<file path="config.mk">
export PLATFORM = sky130hd
export DESIGN_NAME = tween_rect_interpolator
export DESIGN_NICKNAME = d
export VERILOG_FILES = /design/src/rtl/core/tri_pkg.sv /design/src/rtl/core/tween_rect_interpolator.sv /design/src/rtl/core/tri_div.sv /design/src/rtl/core/tri_lerp.sv
export SDC_FILE = /design/constraint.sdc
export NUM_CORES = 2
export LEC_CHECK = 0
export BUFFER_PORTS_ARGS = -buffer_cell sky130_fd_sc_hd__buf_4
export CAP_MARGIN = 20
export CORE_MARGIN = 2
export CORE_UTILIZATION = 62
export DETAILED_ROUTE_END_ITERATION = 10
export GPL_ROUTABILITY_DRIVEN = 0
export MAX_ROUTING_LAYER = met4
export PLACE_DENSITY = 0.8
export SKIP_LAST_GASP = 1
export SLEW_MARGIN = 20
export SYNTH_ARGS = -nofsm -noshare
export SYNTH_HDL_FRONTEND = slang
export SYNTH_SLANG_ARGS = --single-unit
</file>
<file path="constraint.sdc">
create_clock -name clk -period 13.4 [get_ports clk]
set_input_delay 0 -clock clk [delete_from_list [all_inputs] [get_ports clk]]
set_output_delay 0 -clock clk [all_outputs]
set_load 0.005 [all_outputs]
</file>
<file path="src/rtl/core/tri_pkg.sv">
// shared constants and codes for the rectangle tween interpolator
package tri_pkg;

	localparam int CoordW   = 16;
	localparam int RectW    = 4 * CoordW;
	localparam int ProgW    = 17;
	localparam int QuoW     = 16;
	localparam int TimeW    = 32;
	localparam int DurW     = 16;
	localparam int CfgAddrW = 3;
	localparam int CfgDataW = 64;
	localparam int OutDataW = 88;

	localparam logic [ProgW-1:0] ONE_Q16 = 17'h10000;

	localparam logic [ProgW-1:0] STEP_RESET = 17'd655;
	localparam logic [DurW-1:0]  DUR_RESET  = 16'd200;

	// input command codes
	localparam logic CMD_TICK  = 1'b0;
	localparam logic CMD_START = 1'b1;

	// result kind codes
	localparam logic KIND_START = 1'b0;
	localparam logic KIND_STEP  = 1'b1;

	// register indexes
	localparam logic [CfgAddrW-1:0] REG_TIMED_MODE = 3'd0;
	localparam logic [CfgAddrW-1:0] REG_BACKWARD   = 3'd1;
	localparam logic [CfgAddrW-1:0] REG_STEP_SIZE  = 3'd2;
	localparam logic [CfgAddrW-1:0] REG_DURATION   = 3'd3;
	localparam logic [CfgAddrW-1:0] REG_START_RECT = 3'd4;
	localparam logic [CfgAddrW-1:0] REG_END_RECT   = 3'd5;

	// handshake between sequencer and a worker unit
	typedef struct packed {
		logic go;
	} unit_req_t;

	typedef struct packed {
		logic done;
	} unit_rsp_t;

endpackage

</file>
<file path="src/rtl/core/tween_rect_interpolator.sv">
// top level of the rectangle tween interpolator: sequencer, registers and output stage
// A start transfer (tuser 1) records now_ms, arms the engine and returns the
// starting geometry; each tick transfer (tuser 0) while armed returns the next
// interpolated rectangle, with tlast marking the tick that ends the animation.
// Ticks while disarmed are taken and return nothing. Start and fixed-step
// ticks pass through the shared multiplier, which works through the four
// fields one after another; timed ticks that do not finish first pass
// through the bit-serial divider. One item is in work at a time; the output
// register lets the next item be accepted while a result still waits.
module tween_rect_interpolator
	import tri_pkg::*;
(
	input  logic                clk,
	input  logic                arst_n,
	input  logic                s_tvalid,
	output logic                s_tready,
	input  logic [TimeW-1:0]    s_tdata,  // now_ms
	input  logic                s_tuser,  // cmd
	output logic                m_tvalid,
	input  logic                m_tready,
	output logic [OutDataW-1:0] m_tdata,  // progress, rect_x, rect_y, rect_width, rect_height, zero pad
	output logic                m_tuser,  // kind
	output logic                m_tlast,  // done_res
	input  logic                cfg_we,
	input  logic [CfgAddrW-1:0] cfg_addr,
	input  logic [CfgDataW-1:0] cfg_wdata
);

	typedef enum logic [1:0] {
		ST_IDLE,
		ST_DIV,
		ST_LERP,
		ST_EMIT
	} state_t;

	state_t           state_q;
	logic             running_q;
	logic [ProgW-1:0] prog_q;
	logic [TimeW-1:0] stamp_q;
	logic [DurW-1:0]  elapsed_q;
	logic             kind_q;
	logic             done_q;
	logic             div_go_q;
	logic             lerp_go_q;

	logic             timed_q;
	logic             backward_q;
	logic [ProgW-1:0] step_q;
	logic [DurW-1:0]  dur_q;
	logic [RectW-1:0] start_rect_q;
	logic [RectW-1:0] end_rect_q;

	logic             out_valid_q;
	logic             out_kind_q;
	logic             out_done_q;
	logic [ProgW-1:0] out_prog_q;
	logic [RectW-1:0] out_rect_q;

	unit_req_t        div_req;
	unit_rsp_t        div_rsp;
	unit_req_t        lerp_req;
	unit_rsp_t        lerp_rsp;
	logic [QuoW-1:0]  quotient;
	logic [RectW-1:0] lerp_rect;

	logic             accept;
	logic             out_free;
	logic [ProgW:0]   fwd_sum;
	logic [TimeW-1:0] elapsed;
	logic             time_up;

	assign s_tready = (state_q == ST_IDLE);
	assign accept   = s_tvalid && s_tready;
	assign out_free = !out_valid_q || m_tready;
	assign fwd_sum  = {1'b0, prog_q} + {1'b0, step_q};
	assign elapsed  = s_tdata - stamp_q;
	assign time_up  = elapsed >= {{(TimeW-DurW){1'b0}}, dur_q};

	assign div_req.go  = div_go_q;
	assign lerp_req.go = lerp_go_q;

	tri_div u_div (
		.clk      (clk),
		.arst_n   (arst_n),
		.req      (div_req),
		.dividend (elapsed_q),
		.divisor  (dur_q),
		.rsp      (div_rsp),
		.quotient (quotient)
	);

	tri_lerp u_lerp (
		.clk        (clk),
		.arst_n     (arst_n),
		.req        (lerp_req),
		.prog       (prog_q),
		.start_rect (start_rect_q),
		.end_rect   (end_rect_q),
		.rsp        (lerp_rsp),
		.rect       (lerp_rect)
	);

	always_ff @(posedge clk or negedge arst_n) begin
		if (!arst_n) begin
			timed_q      <= 1'b0;
			backward_q   <= 1'b0;
			step_q       <= STEP_RESET;
			dur_q        <= DUR_RESET;
			start_rect_q <= '0;
			end_rect_q   <= '0;
		end else if (cfg_we) begin
			unique case (cfg_addr)
				REG_TIMED_MODE: timed_q      <= cfg_wdata[0];
				REG_BACKWARD:   backward_q   <= cfg_wdata[0];
				REG_STEP_SIZE:  step_q       <= cfg_wdata[ProgW-1:0];
				REG_DURATION:   dur_q        <= cfg_wdata[DurW-1:0];
				REG_START_RECT: start_rect_q <= cfg_wdata[RectW-1:0];
				REG_END_RECT:   end_rect_q   <= cfg_wdata[RectW-1:0];
				default:        ;
			endcase
		end
	end

	always_ff @(posedge clk or negedge arst_n) begin
		if (!arst_n) begin
			state_q     <= ST_IDLE;
			running_q   <= 1'b0;
			prog_q      <= '0;
			stamp_q     <= '0;
			elapsed_q   <= '0;
			kind_q      <= KIND_START;
			done_q      <= 1'b0;
			div_go_q    <= 1'b0;
			lerp_go_q   <= 1'b0;
			out_valid_q <= 1'b0;
			out_kind_q  <= KIND_START;
			out_done_q  <= 1'b0;
			out_prog_q  <= '0;
			out_rect_q  <= '0;
		end else begin
			div_go_q  <= 1'b0;
			lerp_go_q <= 1'b0;
			// a refill in the emit state takes over the flag
			if (out_valid_q && m_tready && (state_q != ST_EMIT)) begin
				out_valid_q <= 1'b0;
			end
			unique case (state_q)
				ST_IDLE: begin
					if (accept) begin
						if (s_tuser == CMD_START) begin
							stamp_q   <= s_tdata;
							running_q <= 1'b1;
							prog_q    <= backward_q ? ONE_Q16 : '0;
							kind_q    <= KIND_START;
							done_q    <= 1'b0;
							lerp_go_q <= 1'b1;
							state_q   <= ST_LERP;
						end else if (running_q) begin
							kind_q <= KIND_STEP;
							if (!timed_q) begin
								lerp_go_q <= 1'b1;
								state_q   <= ST_LERP;
								if (!backward_q) begin
									if (fwd_sum >= {1'b0, ONE_Q16}) begin
										prog_q <= ONE_Q16;
										done_q <= 1'b1;
									end else begin
										prog_q <= fwd_sum[ProgW-1:0];
										done_q <= 1'b0;
									end
								end else if (prog_q <= step_q) begin
									prog_q <= '0;
									done_q <= 1'b1;
								end else begin
									prog_q <= prog_q - step_q;
									done_q <= 1'b0;
								end
							end else if (time_up) begin
								prog_q    <= backward_q ? '0 : ONE_Q16;
								done_q    <= 1'b1;
								lerp_go_q <= 1'b1;
								state_q   <= ST_LERP;
							end else begin
								// below the duration, so it fits the divider width
								elapsed_q <= elapsed[DurW-1:0];
								done_q    <= 1'b0;
								div_go_q  <= 1'b1;
								state_q   <= ST_DIV;
							end
						end
					end
				end
				ST_DIV: begin
					if (div_rsp.done) begin
						prog_q    <= backward_q ? ONE_Q16 - {1'b0, quotient} : {1'b0, quotient};
						lerp_go_q <= 1'b1;
						state_q   <= ST_LERP;
					end
				end
				ST_LERP: begin
					if (lerp_rsp.done) begin
						state_q <= ST_EMIT;
					end
				end
				ST_EMIT: begin
					if (out_free) begin
						out_valid_q <= 1'b1;
						out_kind_q  <= kind_q;
						out_done_q  <= done_q;
						out_prog_q  <= prog_q;
						out_rect_q  <= lerp_rect;
						if (done_q) begin
							running_q <= 1'b0;
						end
						state_q <= ST_IDLE;
					end
				end
				default: state_q <= ST_IDLE;
			endcase
		end
	end

	assign m_tvalid = out_valid_q;
	assign m_tuser  = out_kind_q;
	assign m_tlast  = out_done_q;
	assign m_tdata  = {(OutDataW-RectW-ProgW)'(0), out_rect_q, out_prog_q};

	// a start result never ends the animation
	a_start_not_done: assert property (@(posedge clk) disable iff (!arst_n)
		m_tvalid && (m_tuser == KIND_START) |-> !m_tlast)
		else $error("start result flagged as finished");

	// a finishing result sits at one end of the range
	a_done_at_end: assert property (@(posedge clk) disable iff (!arst_n)
		m_tvalid && m_tlast |-> (m_tdata[ProgW-1:0] == '0) || (m_tdata[ProgW-1:0] == ONE_Q16))
		else $error("finishing result not at an end of progress");

	// handing out the finishing result disarms the engine
	a_done_disarms: assert property (@(posedge clk) disable iff (!arst_n)
		(state_q == ST_EMIT) && out_free && done_q |=> !running_q)
		else $error("engine still armed after finishing");

	// divider only reports while the sequencer waits for it
	a_div_in_div: assert property (@(posedge clk) disable iff (!arst_n)
		div_rsp.done |-> (state_q == ST_DIV))
		else $error("divider finished outside the divide state");

	// interpolation only reports while the sequencer waits for it
	a_lerp_in_lerp: assert property (@(posedge clk) disable iff (!arst_n)
		lerp_rsp.done |-> (state_q == ST_LERP))
		else $error("interpolator finished outside its state");

endmodule

</file>
<file path="src/rtl/core/tri_div.sv">
// restoring divider, one quotient bit per cycle, for elapsed*65536/duration
module tri_div
	import tri_pkg::*;
(
	input  logic            clk,
	input  logic            arst_n,
	input  unit_req_t       req,
	input  logic [DurW-1:0] dividend,
	input  logic [DurW-1:0] divisor,
	output unit_rsp_t       rsp,
	output logic [QuoW-1:0] quotient
);

	logic            busy_q;
	logic            done_q;
	logic [3:0]      cnt_q;
	logic [DurW-1:0] rem_q;
	logic [QuoW-1:0] quo_q;
	logic [DurW:0]   trial;
	logic            fits;

	// dividend is below divisor, so the remainder always fits in DurW bits
	assign trial = {rem_q, 1'b0};
	assign fits  = trial >= {1'b0, divisor};

	always_ff @(posedge clk or negedge arst_n) begin
		if (!arst_n) begin
			busy_q <= 1'b0;
			done_q <= 1'b0;
			cnt_q  <= '0;
			rem_q  <= '0;
			quo_q  <= '0;
		end else begin
			done_q <= 1'b0;
			if (req.go) begin
				busy_q <= 1'b1;
				cnt_q  <= '0;
				rem_q  <= dividend;
				quo_q  <= '0;
			end else if (busy_q) begin
				if (fits) begin
					rem_q <= DurW'(trial - {1'b0, divisor});
				end else begin
					rem_q <= trial[DurW-1:0];
				end
				quo_q <= {quo_q[QuoW-2:0], fits};
				cnt_q <= cnt_q + 4'd1;
				if (cnt_q == 4'd15) begin
					busy_q <= 1'b0;
					done_q <= 1'b1;
				end
			end
		end
	end

	assign rsp.done = done_q;
	assign quotient = quo_q;

endmodule

</file>
<file path="src/rtl/core/tri_lerp.sv">
// shared multiplier that interpolates the four rectangle fields one after another
module tri_lerp
	import tri_pkg::*;
(
	input  logic             clk,
	input  logic             arst_n,
	input  unit_req_t        req,
	input  logic [ProgW-1:0] prog,
	input  logic [RectW-1:0] start_rect,
	input  logic [RectW-1:0] end_rect,
	output unit_rsp_t        rsp,
	output logic [RectW-1:0] rect
);

	localparam int ProdW = CoordW + 1 + ProgW + 1;
	localparam int NumW  = ProdW + 1;

	logic                     active_q;
	logic                     phase_q;
	logic                     done_q;
	logic [1:0]               k_q;
	logic signed [ProdW-1:0]  prod_q;
	logic signed [CoordW-1:0] s_q;
	logic [CoordW-1:0]        res_q [4];

	logic signed [CoordW-1:0] s_k;
	logic signed [CoordW-1:0] e_k;
	logic signed [CoordW:0]   diff;
	logic signed [NumW-1:0]   num;
	logic signed [NumW-1:0]   quo;
	logic signed [NumW-1:0]   quo_rz;

	assign s_k  = start_rect[k_q*CoordW +: CoordW];
	assign e_k  = end_rect[k_q*CoordW +: CoordW];
	assign diff = (CoordW+1)'(e_k) - (CoordW+1)'(s_k);

	// s*65536 + product, then shift with rounding toward zero
	assign num    = {{(NumW-CoordW-16){s_q[CoordW-1]}}, s_q, 16'd0}
	              + NumW'(prod_q);
	assign quo    = num >>> 16;
	assign quo_rz = (num[NumW-1] && (num[15:0] != 16'd0)) ? quo + NumW'(1) : quo;

	always_ff @(posedge clk or negedge arst_n) begin
		if (!arst_n) begin
			active_q <= 1'b0;
			phase_q  <= 1'b0;
			done_q   <= 1'b0;
			k_q      <= '0;
			prod_q   <= '0;
			s_q      <= '0;
			for (int i = 0; i < 4; i++) begin
				res_q[i] <= '0;
			end
		end else begin
			done_q <= 1'b0;
			if (req.go) begin
				active_q <= 1'b1;
				phase_q  <= 1'b0;
				k_q      <= '0;
			end else if (active_q) begin
				if (!phase_q) begin
					prod_q  <= ProdW'(diff) * ProdW'($signed({1'b0, prog}));
					s_q     <= s_k;
					phase_q <= 1'b1;
				end else begin
					res_q[k_q] <= quo_rz[CoordW-1:0];
					phase_q    <= 1'b0;
					k_q        <= k_q + 2'd1;
					if (k_q == 2'd3) begin
						active_q <= 1'b0;
						done_q   <= 1'b1;
					end
				end
			end
		end
	end

	assign rsp.done = done_q;
	assign rect     = {res_q[3], res_q[2], res_q[1], res_q[0]};

endmodule
</file>
==> run_results.csv <==
group,metric,value,unit
synth,ys_seq_area_frac,0.332,
job,cap_viol_max_count,0,
synth,synth_edf_count,0,
synth,syn_area,36000,um2
floorplanning,rows,88,
global_routing,first_global_vias,27800,
global_routing,use_met3,0.0634,
floorplanning,die_h,245,um
power,power.internal,3.62,mW
status,status,"complete, no violations",
floorplanning,io_pins,197,
detailed_routing,routedWlPerCell,20.3,um
sta,period_share,0.759,
placed_design,place_hpwl,66.5,mm
power,switchingPower,2.48,mW
global_routing,grt-ovfl-total,0,
sta,worstMarginPinSlew,1.10,ns
clocking,clockBufferDepth,3,
floorplanning,core_area,57500,um2
clocking,tritoncts,"done",
clocking,cts_setup_buffers,0,
critical_path,cp.required,13.84,ns
global_routing,met2_usage,0.516,
critical_path,slowest_delay,0.62,ns
synth,synth-seq-cells,477,
sta,final.setup.tns,0,ns
global_routing,grt_max_degree,167,
power,p_per_area,148,nW/um2
synth,synth_area_per_cell,10.1,um2
critical_path,crit_type,"reg2reg",
detailed_routing,drc,0,
clocking,numCtsBuffers,51,
floorplanning,die-area,59900,um2
sta,finalHoldViolCount,0,
hold_path,hold_class,"in2reg",
power,comb_power_share,0.487,
detailed_routing,first_iter_violations,2253,
critical_path,path_max_fanout,35,
sta,period_minus_slack,10.17,ns
clocking,path_clk_slew,0.06,ns
synth,async_flop_share,1.00,
detailed_routing,ant_nets,0,
placed_design,port_buffers,189,
synth,synth_cells,3568,
power,sw_frac_of_total,0.406,
critical_path,critical-path-slowest-cell,"mux4_2",
clocking,clock-sinks,477,
layout,area_growth,14.5,%
floorplanning,die_width,245,um
global_routing,globalRouteMet1Util,0.429,
detailed_routing,route.final.wire_length,94.1,mm
global_routing,grt_pass1_wl,150,mm
synth,yosysWarnings,0,
power,leakage,20.1,nW
sta,max_freq,98.4,MHz
global_routing,global_route.peak_usage_layer,"met2",
power,clockPowerShare,0.247,
clocking,cts_root_buf,"clkbuf_16",
detailed_routing,vias_per_cell,5.96,
layout,fin_util,0.716,
sta,rsz0062_at_grt,"false",
global_routing,antenna_found_initial,4,
sta,holdWs,0.0544,ns
layout,final_layout_size_suffix_gt1_frac,0.183,
layout,n_fill_cell,4173,
power,pwr-share-seq,0.267,
global_routing,grt_util_all_layers,0.329,
synth,ys.flop_type,"dfrtp_1",
sta,fin_skew,0.0160,ns
critical_path,crit_top_cell,"fa_1",
sta,setup_violations,0,
synth,yosysUniqueCellTypes,85,
clocking,clkLatencyLatePin,0.61,ns
critical_path,crit_path_start_kind,"flop",
sta,final_max_slew_viol_count,0,
critical_path,cp-end-kind,"flop",
power,peakVddDrop,0.185,mV
layout,layout.nets,4421,
critical_path,cp_data_arrival_time,10.61,ns
sta,slew_headroom,0.260,
floorplanning,initial_core_util,0.626,
detailed_routing,dr.pass1.iters,5,
clocking,htree_levels,2,
detailed_routing,vias,27600,
worst max-delay path, delay by kind of cell, from the launching register on:
kind	cells	cell delay, ns
AOI/OAI and AO/OA	13	2.31
xor gates and xnor gates	1	0.16
adders and majority gates	9	4.16
buffers and inverters	6	0.87
DFF	1	0.34
muxes	1	0.62
and+or+nand+nor	5	1.51
cell type report:
| cell class | instances | area, um2 | area share |
|---|---|---|---|
| timing repair buffer | 356 | 3010 | 0.0730 |
| clock inverter | 29 | 347 | 0.00842 |
| inverter | 398 | 1490 | 0.0363 |
| sequential | 477 | 12000 | 0.290 |
| clock buffer | 67 | 1460 | 0.0354 |
| multi-input combinational | 2531 | 21900 | 0.533 |
| antenna | 4 | 10.0 | 0.000243 |
| tap | 765 | 957 | 0.0233 |
metrics by stage:
step,power [mW],worst slack (ns),area [um2],cells
global placement,4.46,3.52,38100,4403
floorplan,3.78,3.57,36000,3574
global route,6.60,2.57,41200,4627
finish,6.11,3.23,41200,4627
detailed placement,4.55,3.34,38100,4403
CTS,6.11,3.26,41100,4621
cell families after synthesis:
| group | count (synthesis) | synth area share |
|---|---|---|
| other | 1 | 0.000104 |
| muxes | 361 | 0.122 |
| DFF | 477 | 0.332 |
| and+or+nand+nor | 944 | 0.127 |
| xor gates and xnor gates | 116 | 0.0283 |
| AOI/OAI and AO/OA | 602 | 0.107 |
| buffers and inverters | 566 | 0.0602 |
| adders and majority gates | 501 | 0.222 |
path summary, 6_finish.rpt:
kind / start / end / slack [ns] / cells past startpoint
min in group asynchronous: arst_n / out_rect_q[23] / 0.08 / 2
worst max register to register: u_lerp.k_q[0] / u_lerp.prod_q[33] / 3.23 / 35
worst max-delay path: u_lerp.k_q[0] / u_lerp.prod_q[33] / 3.23 / 35
max in group asynchronous: arst_n / end_rect_q[53] / 10.97 / 4
worst min register to register: u_lerp.rect[5] / u_lerp.rect[5] / 0.47 / 2
worst min-delay path: cfg_we / timed_q / 0.05 / 4
power groups by stage:
stage | clock network (mW) | logic [mW] | registers [mW]
final | 1.51 | 2.97 | 1.63
after global routing | 1.58 | 3.38 | 1.64
after CTS | 1.52 | 2.97 | 1.62
after detailed placement | 0 | 2.90 | 1.65
after global placement | 0 | 2.83 | 1.64
after floorplan | 0 | 2.16 | 1.61
flip-flops by register name (all words and copies together) (netlist names), 2 cells and up:
register,flops
u_lerp.s_q,16
state_q,2
dur_q,16
u_div.rem_q,16
prog_q,17
end_rect_q,64
u_lerp.rect,64
u_div.quotient,16
u_div.cnt_q,4
elapsed_q,16
step_q,17
u_lerp.prod_q,35
out_rect_q,64
stamp_q,32
u_lerp.k_q,2
out_prog_q,17
start_rect_q,64
cell usage in the layout (no fill, tap or decap), types with 20 or more instances in the layout:
| cell type | count |
|---|---|
| a211oi_1 | 22 |
| a21o_1 | 45 |
| a21oi_1 | 121 |
| and2_1 | 100 |
| buf_4 | 230 |
| clkbuf_16 | 51 |
| dfrtp_1 | 466 |
| dlygate4sd3_1 | 122 |
| fa_1 | 230 |
| ha_1 | 271 |
| inv_1 | 398 |
| mux2_2 | 280 |
| mux2i_1 | 41 |
| mux4_2 | 32 |
| nand2_1 | 386 |
| nand2b_1 | 34 |
| nand3_1 | 46 |
| nor2_1 | 143 |
| nor2b_1 | 53 |
| nor3_1 | 42 |
| nor3b_1 | 21 |
| o21ai_0 | 209 |
| or3_1 | 20 |
| xnor2_1 | 61 |
| xor2_1 | 51 |
Yosys cell counts, drive strengths merged, types with 11 or more instances:
cell type    n  area, um2
nor2b       53        332
mux2       288       3270
a21o        45        338
nor3        43        215
dfrtp      468      11700
or2         15       93.8
o211ai      16        120
clkbuf     143        537
nand3       47        240
xnor2       65        569
fa         230       4600
mux4        32        721
o221ai      11       96.3
mux2i       41        410
nand2      387       1450
a21oi      121        606
buf         25        134
and2       101        632
a31oi       18        113
nand4       19        119
xor2        51        447
and3        14       87.6
a211oi      23        178
inv        398       1490
nor4        16        115
o21bai      14        105
o21a        16        120
nor2       147        552
nor3b       22        165
nand2b      34        213
or3         21        136
o21ai      214       1070
a211o       16        140
o31ai       15        113
ha         271       3390
metal layers:
metal / wire (um) / vias up / share of wire
met5: 0 / - / 0
met4: 3370 / 0 / 0.036
met3: 7200 / 226 / 0.076
met2: 44300 / 1056 / 0.47
met1: 39200 / 13700 / 0.42
li1: - / 12600 / -
repair_timing:
action,4_1_cts,5_1_grt
hold buffers,122,0
endpoints found under the hold margin,329,0
gates resized for setup,0,0
No activity file was read; power rests on OpenSTA's default activity.
